--- src/rtl/core/assert_macros.svh ---
// Assertion macros shared by the barycentric evaluator RTL.
// Included by the modules that carry concurrent checks; no other dependencies.
`ifndef ASSERT_MACROS_SVH
`define ASSERT_MACROS_SVH

// Check prop at every clock edge outside of reset.
`define TBE_ASSERT(lbl, clk, rst_n, prop) \
    lbl: assert property (@(posedge clk) disable iff (!rst_n) (prop)) \
        else $error("tbe assertion failed");

// Check that cons holds in the cycle after ante.
`define TBE_ASSERT_NEXT(lbl, clk, rst_n, ante, cons) \
    lbl: assert property (@(posedge clk) disable iff (!rst_n) (ante) |=> (cons)) \
        else $error("tbe assertion failed");

`endif

--- src/rtl/core/tbe_pkg.sv ---
// Types, constants and helper functions for the barycentric evaluator.
// Used by every module of the block; depends on nothing.
package tbe_pkg;

    localparam int TBE_QUEUE_DEPTH = 4;
    localparam int TBE_U_W         = 51;   // unsigned dividend width
    localparam int TBE_M_W         = 35;   // divisor width (four times the area)

    localparam logic [2:0] CFG_A_X = 3'd0;
    localparam logic [2:0] CFG_A_Y = 3'd1;
    localparam logic [2:0] CFG_B_X = 3'd2;
    localparam logic [2:0] CFG_B_Y = 3'd3;
    localparam logic [2:0] CFG_C_X = 3'd4;
    localparam logic [2:0] CFG_C_Y = 3'd5;

    typedef struct packed {
        logic signed [15:0] point_x;
        logic signed [15:0] point_y;
        logic signed [15:0] attr_at_a;
        logic signed [15:0] attr_at_b;
        logic signed [15:0] attr_at_c;
    } t_in_item;

    typedef struct packed {
        logic signed [19:0] weight_a;
        logic signed [19:0] weight_b;
        logic signed [19:0] weight_c;
        logic               inside_res;
        logic               degenerate;
        logic signed [15:0] interp_value;
    } t_out_item;

    // One classified item, handed from the front to the back.
    typedef struct packed {
        logic [TBE_U_W-1:0] u_a;
        logic               neg_a;
        logic [TBE_U_W-1:0] u_b;
        logic               neg_b;
        logic [TBE_M_W-1:0] m;
        logic               degen;
        logic signed [15:0] attr_a;
        logic signed [15:0] attr_b;
        logic signed [15:0] attr_c;
    } t_work;

    function automatic logic signed [19:0] sat_w(input logic signed [53:0] v);
        logic signed [19:0] r;
        begin
            if (v > 54'sd524287) begin
                r = 20'sd524287;
            end else if (v < -54'sd524288) begin
                r = -20'sd524288;
            end else begin
                r = v[19:0];
            end
            return r;
        end
    endfunction

    function automatic logic signed [15:0] sat_i(input logic signed [21:0] v);
        logic signed [15:0] r;
        begin
            if (v > 22'sd32767) begin
                r = 16'sd32767;
            end else if (v < -22'sd32768) begin
                r = -16'sd32768;
            end else begin
                r = v[15:0];
            end
            return r;
        end
    endfunction

endpackage

--- src/rtl/core/tbe_queue.sv ---
// Small register FIFO of t_work beats between the front and the back.
// Uses tbe_pkg; depth set by the top-level parameter.
`include "assert_macros.svh"
module tbe_queue import tbe_pkg::*; #(
    parameter int DEPTH = TBE_QUEUE_DEPTH
) (
    input  logic  i_clk,
    input  logic  i_rst_n,
    input  logic  i_push,
    input  t_work i_work,
    output logic  o_full,
    input  logic  i_pop,
    output logic  o_empty,
    output t_work o_work
);
    localparam int PW = (DEPTH > 1) ? $clog2(DEPTH) : 1;
    localparam int CW = $clog2(DEPTH + 1);

    t_work          r_mem [DEPTH];
    logic [PW-1:0]  r_wr_ptr, r_rd_ptr;
    logic [CW-1:0]  r_count;
    logic           do_push, do_pop;

    assign o_full  = (r_count == CW'(DEPTH));
    assign o_empty = (r_count == '0);
    assign o_work  = r_mem[r_rd_ptr];
    assign do_push = i_push && !o_full;
    assign do_pop  = i_pop && !o_empty;

    always_ff @(posedge i_clk) begin
        if (!i_rst_n) begin
            r_wr_ptr <= '0;
            r_rd_ptr <= '0;
            r_count  <= '0;
        end else begin
            if (do_push) begin
                r_wr_ptr <= (r_wr_ptr == PW'(DEPTH - 1)) ? '0 : r_wr_ptr + 1'b1;
            end
            if (do_pop) begin
                r_rd_ptr <= (r_rd_ptr == PW'(DEPTH - 1)) ? '0 : r_rd_ptr + 1'b1;
            end
            case ({do_push, do_pop})
                2'b10:   r_count <= r_count + 1'b1;
                2'b01:   r_count <= r_count - 1'b1;
                default: r_count <= r_count;
            endcase
        end
    end

    always_ff @(posedge i_clk) begin
        if (do_push) begin
            r_mem[r_wr_ptr] <= i_work;
        end
    end

    `TBE_ASSERT(a_count_bound, i_clk, i_rst_n, r_count <= CW'(DEPTH))

endmodule

--- config.mk ---
export PLATFORM = sky130hd
export DESIGN_NAME = tbe_queue
export DESIGN_NICKNAME = d
export VERILOG_FILES = /design/src/rtl/core/tbe_pkg.sv /design/src/rtl/core/tbe_queue.sv
export VERILOG_INCLUDE_DIRS = /design/src /design/src/rtl/core
export SDC_FILE = /design/constraint.sdc
export NUM_CORES = 1
export LEC_CHECK = 0
export BUFFER_PORTS_ARGS = -buffer_cell sky130_fd_sc_hd__buf_2
export CELL_PAD_IN_SITES_DETAIL_PLACEMENT = 1
export CELL_PAD_IN_SITES_GLOBAL_PLACEMENT = 1
export CORE_UTILIZATION = 35
export CTS_CLUSTER_DIAMETER = 40
export CTS_CLUSTER_SIZE = 20
export DETAILED_ROUTE_END_ITERATION = 10
export PLACE_DENSITY_LB_ADDON = 0.3
export REMOVE_ABC_BUFFERS = 1
export SLEW_MARGIN = 25
export SYNTH_ARGS = -nofsm -noshare
export SYNTH_HDL_FRONTEND = slang
export SYNTH_SLANG_ARGS = --single-unit
--- constraint.sdc ---
create_clock -name i_clk -period 16.9 [get_ports i_clk]
set_input_delay 2.535 -clock i_clk [delete_from_list [all_inputs] [get_ports i_clk]]
set_output_delay 2.535 -clock i_clk [all_outputs]
set_load 0.02 [all_outputs]
==> results of run 1 <==
==> layer usage <==
| metal | vias up | global-route usage, % | part of all wire, % |
|---|---|---|---|
| met5 | - | 0 | 0.24 |
| met4 | 22 | 4.893 | 2.1 |
| met3 | 121 | 4.981 | 7.2 |
| met2 | 349 | 25.48 | 51 |
| met1 | 6671 | 18.01 | 39 |
| li1 | 5503 | - | - |
==> logic make-up (layout without fill, tap and decap cells) <==
family                   Yosys count  count (layout)  synth area share (%)
flip-flops                       761             761                 82.47
other                              0               3                     0
XOR/XNOR                           2               2               0.06348
AO/OA/AOI/OAI                      6               6                0.1270
buffers and inverters             51             619                 1.192
AND/OR/NAND/NOR                   21              21                0.3854
adder cells (fa/ha/maj)            7               7                0.3445
multiplexers                     190             190                 15.41
==> cells in the final DEF, fill, tap and decap left out, drive strengths merged <==
| master | synthesis | final |
|---|---|---|
| edfxtp | 752 | 752 |
| buf | 35 | 402 |
| mux4 | 188 | 188 |
| clkbuf | 9 | 123 |
| inv | 7 | 31 |
| clkinv | 0 | 27 |
| clkinvlp | 0 | 21 |
| bufinv | 0 | 15 |
| dfxtp | 9 | 9 |
| nand2 | 7 | 7 |
| ha | 6 | 6 |
| and2 | 6 | 6 |
| o21ai | 4 | 4 |
| diode | 0 | 3 |
| nor2 | 2 | 2 |
| mux2i | 2 | 2 |
| nand3 | 2 | 2 |
| nor3b | 1 | 1 |
| nor3 | 1 | 1 |
| nor2b | 1 | 1 |
| o31ai | 1 | 1 |
| xnor2 | 1 | 1 |
| xor2 | 1 | 1 |
| or3 | 1 | 1 |
| a21boi | 1 | 1 |
| fa | 1 | 1 |
==> area by class of cell <==
cell class	instances	area, sq um
repair buffers	402	2142
well taps	1040	1301
flip-flops and latches	761	22770
clock inverters	87	1051
multi-input cells	226	4518
inverters	7	26.28
fillers	7125	43060
clock buffers	123	2844
diodes	3	7.507
==> per-stage QoR <==
step	total power, mW	cells	util [%]	setup WS (ps)
2_1_floorplan	3.306	994	-	5764
3_5_place_dp	3.657	2435	39.54	11130
4_1_cts	6.043	2645	44.55	11030
3_3_place_gp	3.628	2432	39.45	11060
5_1_grt	6.178	2647	44.59	10960
6_report	5.941	2649	44.59	11150
==> state kept, by name (all words and copies together), names as in the netlist, named ones only <==
| signal | flops |
|---|---|
| r_mem | 752 |
| r_count | 3 |
| r_rd_ptr | 2 |
| r_wr_ptr | 2 |
==> critical path: cells and delay by family (launching register included) <==
kind / cells / cell delay [ps]
buf+inv: 3 / 1280
mux: 1 / 440
flops: 1 / 730
==> synth_stat cells, drive strengths merged <==
cell	count	area (sq um)
nor2	2	7.510
edfxtp	752	22580
inv	7	26.28
mux4	188	4234
nand3	2	10.01
o21ai	4	20.02
buf	35	269.0
clkbuf	9	33.78
and2	6	37.54
ha	6	75.07
nor3	1	5.000
xor2	1	8.760
a21boi	1	7.510
fa	1	20.02
nor2b	1	6.260
o31ai	1	7.510
dfxtp	9	180.2
nor3b	1	7.510
xnor2	1	8.760
nand2	7	26.28
mux2i	2	20.02
or3	1	6.260
==> power groups by stage <==
stage | clock network [mW] | logic, mW | registers, mW
after detailed placement | 0 | 1.28 | 2.38
after global placement | 0 | 1.23 | 2.40
after CTS | 2.42 | 1.28 | 2.34
after floorplan | 0 | 0.819 | 2.49
final | 2.36 | 1.25 | 2.34
after global routing | 2.49 | 1.34 | 2.35
==> worst max-delay path by stage <==
stage                     startpoint                       to  slack, ps  depth (start not counted)
after detailed placement      i_push   r_mem[1][58]$_DFFE_PP_      11130                          6
final                           flop              o_work[151]      11150                          4
after floorplan                 flop                o_work[0]       5760                          1
after CTS                       flop              o_work[151]      11030                          4
after global placement        i_push  r_mem[1][124]$_DFFE_PP_      11060                          6
after global routing            flop              o_work[151]      10960                          4
==> reports/results.txt, run 1 <==
Crit path time final: 5749 ps
Total clock sinks: 761
CTS clk-pin slew, worst paths: 50 ps
Initial antenna violation count: 14
Via density: 4.781
Design area: 34660 sq um
Cell at the slowest stage of the critical path: buf_4
Leakage: 11.57 nW
Status: completed
MaxCap Viol Count: 0
Crit Path Class: reg -> out
Layout cell share with drive strength beyond 1: 49.00%
Worst-case clock buffer depth: 3
Slew HR: 33.03%
Power share of the clock group: 39.7%
Peak VDD IR: 0.09420 mV
Psw: 1.685 mW
CTS HTree Levels: 3
CP Max Fanout: 63
Netlist cell types: 23
TritonCTS clock tree: done
Dpl cell area: 30730 sq um
Mapped Cells: 1038
FP Rows: 102
Slew Limit Fails: 0
Placer Congestion: 0.7025
Top Ports: 382
Die Span Y: 282.8 um
WHS Path Cells: 2
Worst R2R Start: r_count[0]$_SDFFE_PN0P_
Hold slack: 516.7 ps
Final net count: 1709
Hold Crit Start: r_wr_ptr[1]$_SDFFE_PN0P_
Worst skew pair latency: 660 ps
PostCTS Resize Cnt: 0
Total core area: 77720 sq um
Switching share of power: 28.37%
Yosys warning count: 0
GRT overflow: 0
Total GRT Usage: 15.02%
Logic gate share of total power: 21.0%
Crit end category: output port
Drt first-iter violations: 642
Arrival @ worst endpoint: 3210 ps
Post-Synthesis Cell Area: 27600 sq um
Final setup fails: 0
Hpwl dp: 35810 um
Synthesis-stage register bit count: 761
Sequential share of power: 39.3%
Worst-case reg-to-reg path depth: 6
Routed wire length: 60640 um
Via count: 12670
Remaining antenna violation count after routing: 0
Sequential share of the synthesized area: 82.47%
Pint: 4.256 mW
Pwr/cell area: 171.4 nW/um^2
Initial Utilization: 35.51%
Cell-by-cell trace of the critical path: buf_16 -> buf_4 -> mux4_2 -> buf_2
Unrepaired setup endpoints after global routing: false
Slowest stage delay, CP: 800 ps
Root buf cell: clkbuf_16
Req. time, crit path: 14370 ps
Area Growth Syn to Fin: 25.58%
Drt pass-1 iters: 4
Total negative slack: 0 ps
Final hold violation count: 0
Hold crit path type: reg -> reg
First-pass GRT wire length: 88380 um
# hold bufs at CTS: 0
Wirelength per Cell: 22.89 um
Setup Buffers After CTS: 0
IO Port Bufs: 381
Die area: 79980 sq um
CTS Buf Count: 112
Final worst-path cycle share: 34.02%
Largest net degree at the start of global routing: 102
WHS Endpoint: r_wr_ptr[1]$_SDFFE_PN0P_
Max Clock Freq: 0.1739 GHz
R2R Setup Slk: 13420 ps
Clock skew: 28.87 ps
Post-synthesis area per instance: 26.59 sq um
Die width: 282.8 um
Reg2reg end: r_mem[1][59]$_DFFE_PP_
Drt drc: 0
Vias in the first global route: 13810
Slew @ Worst Pin: 1005 ps
CP startpoint kind: flop
Power figures use the tool's default switching activity.
==> run 2: changes to the inputs <==
--- a/config.mk
+++ b/config.mk
@@ -6,6 +6,7 @@
 export SDC_FILE = /design/constraint.sdc
 export NUM_CORES = 1
 export LEC_CHECK = 0
+export ABC_AREA = 1
 export BUFFER_PORTS_ARGS = -buffer_cell sky130_fd_sc_hd__buf_2
 export CELL_PAD_IN_SITES_DETAIL_PLACEMENT = 1
 export CELL_PAD_IN_SITES_GLOBAL_PLACEMENT = 1
==> constraint.sdc (replaced) <==
create_clock -name i_clk -period 5.38 [get_ports i_clk]
set_input_delay 0.807 -clock i_clk [delete_from_list [all_inputs] [get_ports i_clk]]
set_output_delay 0.807 -clock i_clk [all_outputs]
set_load 0.02 [all_outputs]
==> run 2 against run 1 <==
Effect of this change:
- synthesized cell count is 82% higher
- global-route usage is 2.7 points higher
- register-to-register slack lost 11000 ps
- clock skew grew 2.4 ps
- core utilization is 0.72 points lower
- total power increased to 3.3 times the previous value
- via count is 38% higher
- highest routed layer unchanged
==> reports/results.txt, run 2 <==
Setup Buffers After CTS: 0
CP Max Fanout: 75
Hold slack: 356.9 ps
GRT overflow: 0
Total clock sinks: 761
Worst-case clock buffer depth: 3
Remaining antenna violation count after routing: 0
CTS clk-pin slew, worst paths: 50 ps
Synth Area in Simple Gates: 5.429%
Drt first-iter violations: 853
Worst skew pair latency: 650 ps
Commonest cells post-synth: edfxtp_1 (752), nor2_1 (386), o21ai_0 (334)
Largest net degree at the start of global routing: 215
Total core area: 79520 sq um
Peak VDD IR: 0.3480 mV
Initial antenna violation count: 17
Post-synth EDFFs: 752
Max FFs per register: 752
Post-Synthesis Cell Area: 28300 sq um
Clock skew: 31.23 ps
Hpwl dp: 40270 um
Initial Utilization: 35.59%
Pwr/cell area: 554.7 nW/um^2
Placer Congestion: 0.7267
Final Util: 43.88%
Synth async-reset ratio: 0%
TritonCTS clock tree: done
Final hold violation count: 0
First-pass GRT wire length: 111300 um
# hold bufs at CTS: 0
IO Port Bufs: 381
Routed wire length: 73580 um
Hold crit path type: in -> reg
Netlist cell types: 23
Slew Limit Fails: 0
Crit path time final: 3833 ps
Post-synthesis area per instance: 14.99 sq um
Xor and xnor fraction of the mapped netlist area: 0%
Multi-input gate area: 4760 sq um
Slew HR: 25.37%
Root buf cell: clkbuf_16
Layout cell share with drive strength beyond 1: 24.86%
MaxCap Viol Count: 0
FP Rows: 103
Total Power: 19.35 mW
Total GRT Usage: 17.72%
Wirelength per Cell: 21.45 um
Largest family of logic cells by synthesized area: compound AO/OA/AOI/OAI gates
Req. time, crit path: 4570 ps
R2R Setup Slk: 2620 ps
Crit Path Class: reg -> out
Status: completed
Area taken by flip-flops and latches: 22770 sq um
Yosys warning count: 0
Area contributors post-synth: edfxtp_1 (80%), o21ai_0 (5.9%), nor2_1 (5.1%)
CP startpoint kind: flop
Final net count: 2478
Area Growth Syn to Fin: 23.28%
Most numerous cell in the Yosys netlist: edfxtp_1
Synthesis-stage register bit count: 761
Ys flop type: edfxtp_1
Via count: 17460
Final worst-path cycle share: 71.25%
PostCTS Resize Cnt: 0
Die width: 286.4 um
CTS HTree Levels: 3
Drt pass-1 iters: 5
Sequential share of the synthesized area: 80.43%
Reg with most FFs: r_mem
Synth Area in Adders: 0.3360%
Arrival @ worst endpoint: 3030 ps
Max Clock Freq: 0.2609 GHz
Synth area leader: edfxtp_1
Die Span Y: 286.4 um
Final setup fails: 0
# fillers: 8049
Via density: 5.088
Die area: 82000 sq um
Mapped Cells: 1888
CTS Buf Count: 108
Mux share of post-synthesis cell area: 0%
Top-area cell type share of the netlist area: 79.79%
Top flop regs: r_mem (752), r_count (3)
Drt drc: 0
Most common cell after layout, fill and taps aside: edfxtp_1
Most frequent cells in the layout: edfxtp_1 (752), nor2_1 (382), buf_2 (381)
Slew @ Worst Pin: 1119 ps
Synth Area in Compound Gates: 10.95%
Crit end category: output port
Vias in the first global route: 19110
Unrepaired setup endpoints after global routing: false
Top Ports: 382
Leakage: 12.12 nW
## run 2: routing by layer
layer	GRT usage, %	routed length (um)	vias up
met5	0	109	-
met4	6.618	1803	20
met3	4.650	4439	128
met2	30.44	37000	388
met1	21.31	30230	8940
li1	-	-	7980
## run 2: final timing paths
kind / endpoint / cells past startpoint / start
worst max-delay path: o_work[80] / 4 / flop
worst min register to register: flop / 2 / r_rd_ptr[0]$_SDFFE_PN0N_
worst max register to register: r_mem[3][76]$_DFFE_PP_ / 5 / r_count[1]$_SDFFE_PN0P_
worst min-delay path: r_mem[3][157]$_DFFE_PP_ / 1 / i_work[157]
## run 2: cell families (layout without fill, tap and decap cells)
family / Yosys count / after routing
buffers and inverters: 143 / 628
flip-flops: 761 / 761
AO/OA/AOI/OAI: 572 / 572
other: 0 / 8
AND/OR/NAND/NOR: 405 / 405
adder cells (fa/ha/maj): 7 / 7
## run 2: report_power, final
group / internal (mW) / switching [mW]
logic: 1.38 / 3.69
clock network: 4.29 / 2.71
registers: 7.12 / 0.162
## run 2: layout make-up
cell class	count	share of cell area [%]
flip-flops and latches	761	65.26
multi-input cells	984	13.64
clock buffers	116	7.893
repair buffers	405	6.470
well taps	1050	3.766
clock inverters	88	2.661
inverters	19	0.2475
diodes	8	0.05738
## run 2: through the flow
| step | cell area, sq um | setup slack, ps | TNS [ps] | std cells |
|---|---|---|---|---|
| after floorplan | 27570 | -4932 | -3994540 | 1764 |
| after global placement | 31160 | 2202 | 0 | 3218 |
| after detailed placement | 31160 | 2206 | 0 | 3218 |
| after CTS | 34840 | 1471 | 0 | 3422 |
| after global routing | 34890 | 1342 | 0 | 3430 |
| final | 34890 | 1547 | 0 | 3431 |
## run 2: worst max-delay path: stages (launching register included)
cell and delay [ps]:
dfxtp_4 670, buf_4 760, o21ai_0 240, o22ai_1 390, buf_2 240
==> run 3: changes to the inputs <==
--- a/config.mk
+++ b/config.mk
@@ -6,7 +6,7 @@
 export SDC_FILE = /design/constraint.sdc
 export NUM_CORES = 1
 export LEC_CHECK = 0
-export ABC_AREA = 1
+export ABC_AREA = 0
 export BUFFER_PORTS_ARGS = -buffer_cell sky130_fd_sc_hd__buf_2
 export CELL_PAD_IN_SITES_DETAIL_PLACEMENT = 1
 export CELL_PAD_IN_SITES_GLOBAL_PLACEMENT = 1
==> constraint.sdc (replaced) <==
create_clock -name i_clk -period 3.9 [get_ports i_clk]
set_input_delay 0.585 -clock i_clk [delete_from_list [all_inputs] [get_ports i_clk]]
set_output_delay 0.585 -clock i_clk [all_outputs]
set_load 0.02 [all_outputs]
==> run 3 against run 2 <==
Effect of this change:
- count of clock-buffer cells in the layout grew 7
- die area shrank 2.5%
- wire length shrank 15%
- cell count shrank 22%
- largest cell class unchanged
- highest routed layer unchanged
==> reports/results.txt, run 3 (synthesized netlist as in run 1, its figures left out) <==
Worst skew pair latency: 650 ps
TritonCTS clock tree: done
Final worst-path cycle share: 83.69%
Clock skew: 27.92 ps
Initial antenna violation count: 9
Die Span Y: 282.8 um
FP Rows: 102
Crit end category: output port
Via count: 12830
Cell at the slowest stage of the critical path: dfxtp_4
Setup Buffers After CTS: 0
Crit Path Class: reg -> out
Worst R2R Start: r_count[2]$_SDFFE_PN0P_
Hold slack: 129.1 ps
Top flop regs: r_mem (752), r_count (3)
Hold Crit Start: i_work[42]
Root buf cell: clkbuf_16
Cell-by-cell trace of the critical path: buf_4 -> mux4_2 -> buf_2
Wirelength per Cell: 23.36 um
Total GRT Usage: 15.55%
Reg with most FFs: r_mem
IO Port Bufs: 381
Die area: 79980 sq um
Routed wire length: 62650 um
MaxCap Viol Count: 0
Remaining antenna violation count after routing: 0
Hpwl dp: 39050 um
Drt first-iter violations: 723
Most frequent cells in the layout: edfxtp_1 (752), buf_2 (381), mux4_2 (188)
Status: completed
Slowest stage delay, CP: 790 ps
Pwr/cell area: 734.0 nW/um^2
Top Ports: 382
CTS Buf Count: 111
First-pass GRT wire length: 90870 um
Largest net degree at the start of global routing: 55
Final net count: 1740
Initial Utilization: 35.51%
PostCTS Resize Cnt: 0
GRT overflow: 0
Leakage: 11.78 nW
Drt drc: 0
CTS clk-pin slew, worst paths: 50 ps
Total clock sinks: 761
Final hold violation count: 0
Final setup fails: 0
Placer Congestion: 0.7190
Arrival @ worst endpoint: 2680 ps
Max Clock Freq: 0.3064 GHz
Worst-case reg-to-reg path depth: 10
Die width: 282.8 um
Total Power: 25.72 mW
Worst Path Buf+Inv: 2
Via density: 4.783
Req. time, crit path: 3310 ps
Area Growth Syn to Fin: 26.97%
Reg2reg end: r_count[2]$_SDFFE_PN0P_
# hold bufs at CTS: 0
WHS Path Cells: 1
WHS Endpoint: r_mem[2][42]$_DFFE_PP_
Max FFs per register: 752
Hold crit path type: in -> reg
CP startpoint kind: flop
CP top delay family: flip-flops
Crit path time final: 3264 ps
Total core area: 77720 sq um
Layout cell share with drive strength beyond 1: 49.42%
CP Max Fanout: 30
Slew @ Worst Pin: 889.3 ps
R2R Setup Slk: 1460 ps
Slew Limit Fails: 0
Most common cell after layout, fill and taps aside: edfxtp_1
CTS HTree Levels: 3
Worst-case clock buffer depth: 3
Drt pass-1 iters: 4
Peak VDD IR: 0.4436 mV
Vias in the first global route: 14190
Unrepaired setup endpoints after global routing: false
Slew HR: 40.71%
## run 3: worst max path at each step
stage | from | end | slack [ps] | depth (start not counted)
after detailed placement | flop | o_work[25] | 1210 | 3
after global placement | flop | o_work[25] | 1190 | 3
final | flop | o_work[25] | 640 | 3
after floorplan | flop | o_work[0] | -5290 | 1
after CTS | flop | o_work[25] | 470 | 3
after global routing | flop | o_work[25] | 430 | 3
## run 3: worst reg2reg max path: cells and delay by family (launching register included)
family	cells	cell delay, ps
flip-flops	1	380
adder cells (fa/ha/maj)	2	580
AND/OR/NAND/NOR	3	770
XOR/XNOR	1	170
AO/OA/AOI/OAI	1	150
buffers and inverters	3	320
## run 3: per-stage QoR
| step | area (sq um) | TNS, ps | cells | util [%] | setup WS (ps) |
|---|---|---|---|---|---|
| 2_1_floorplan | 27300 | -2447660 | 994 | - | -5286 |
| 3_3_place_gp | 31190 | 0 | 2468 | 40.14 | 1195 |
| 3_5_place_dp | 31190 | 0 | 2468 | 40.14 | 1209 |
| 4_1_cts | 35030 | 0 | 2679 | 45.08 | 469.4 |
| 5_1_grt | 35040 | 0 | 2681 | 45.08 | 429.8 |
| 6_report | 35040 | 0 | 2682 | 45.09 | 636.2 |
## run 3: power by group
part	internal (mW)	leakage (nW)	switching [mW]
clock network	6.19	1.83	3.82
registers	9.89	6.98	0.302
logic	2.29	2.97	3.23
## run 3: per-layer routing
layer	global-route usage [%]	share of wire [%]
met1	19.94	41
met2	25.74	50
met3	4.051	6.3
met4	5.100	2.0
met5	0	0.15
## run 3: layout make-up
class,instances,area (sq um)
timing repair buffer,434,2580
inverter,7,26.28
multi-input combinational,226,4518
tap,1040,1301
antenna,3,7.507
clock buffer,123,2823
fill,7165,42680
clock inverter,88,1017
sequential,761,22770
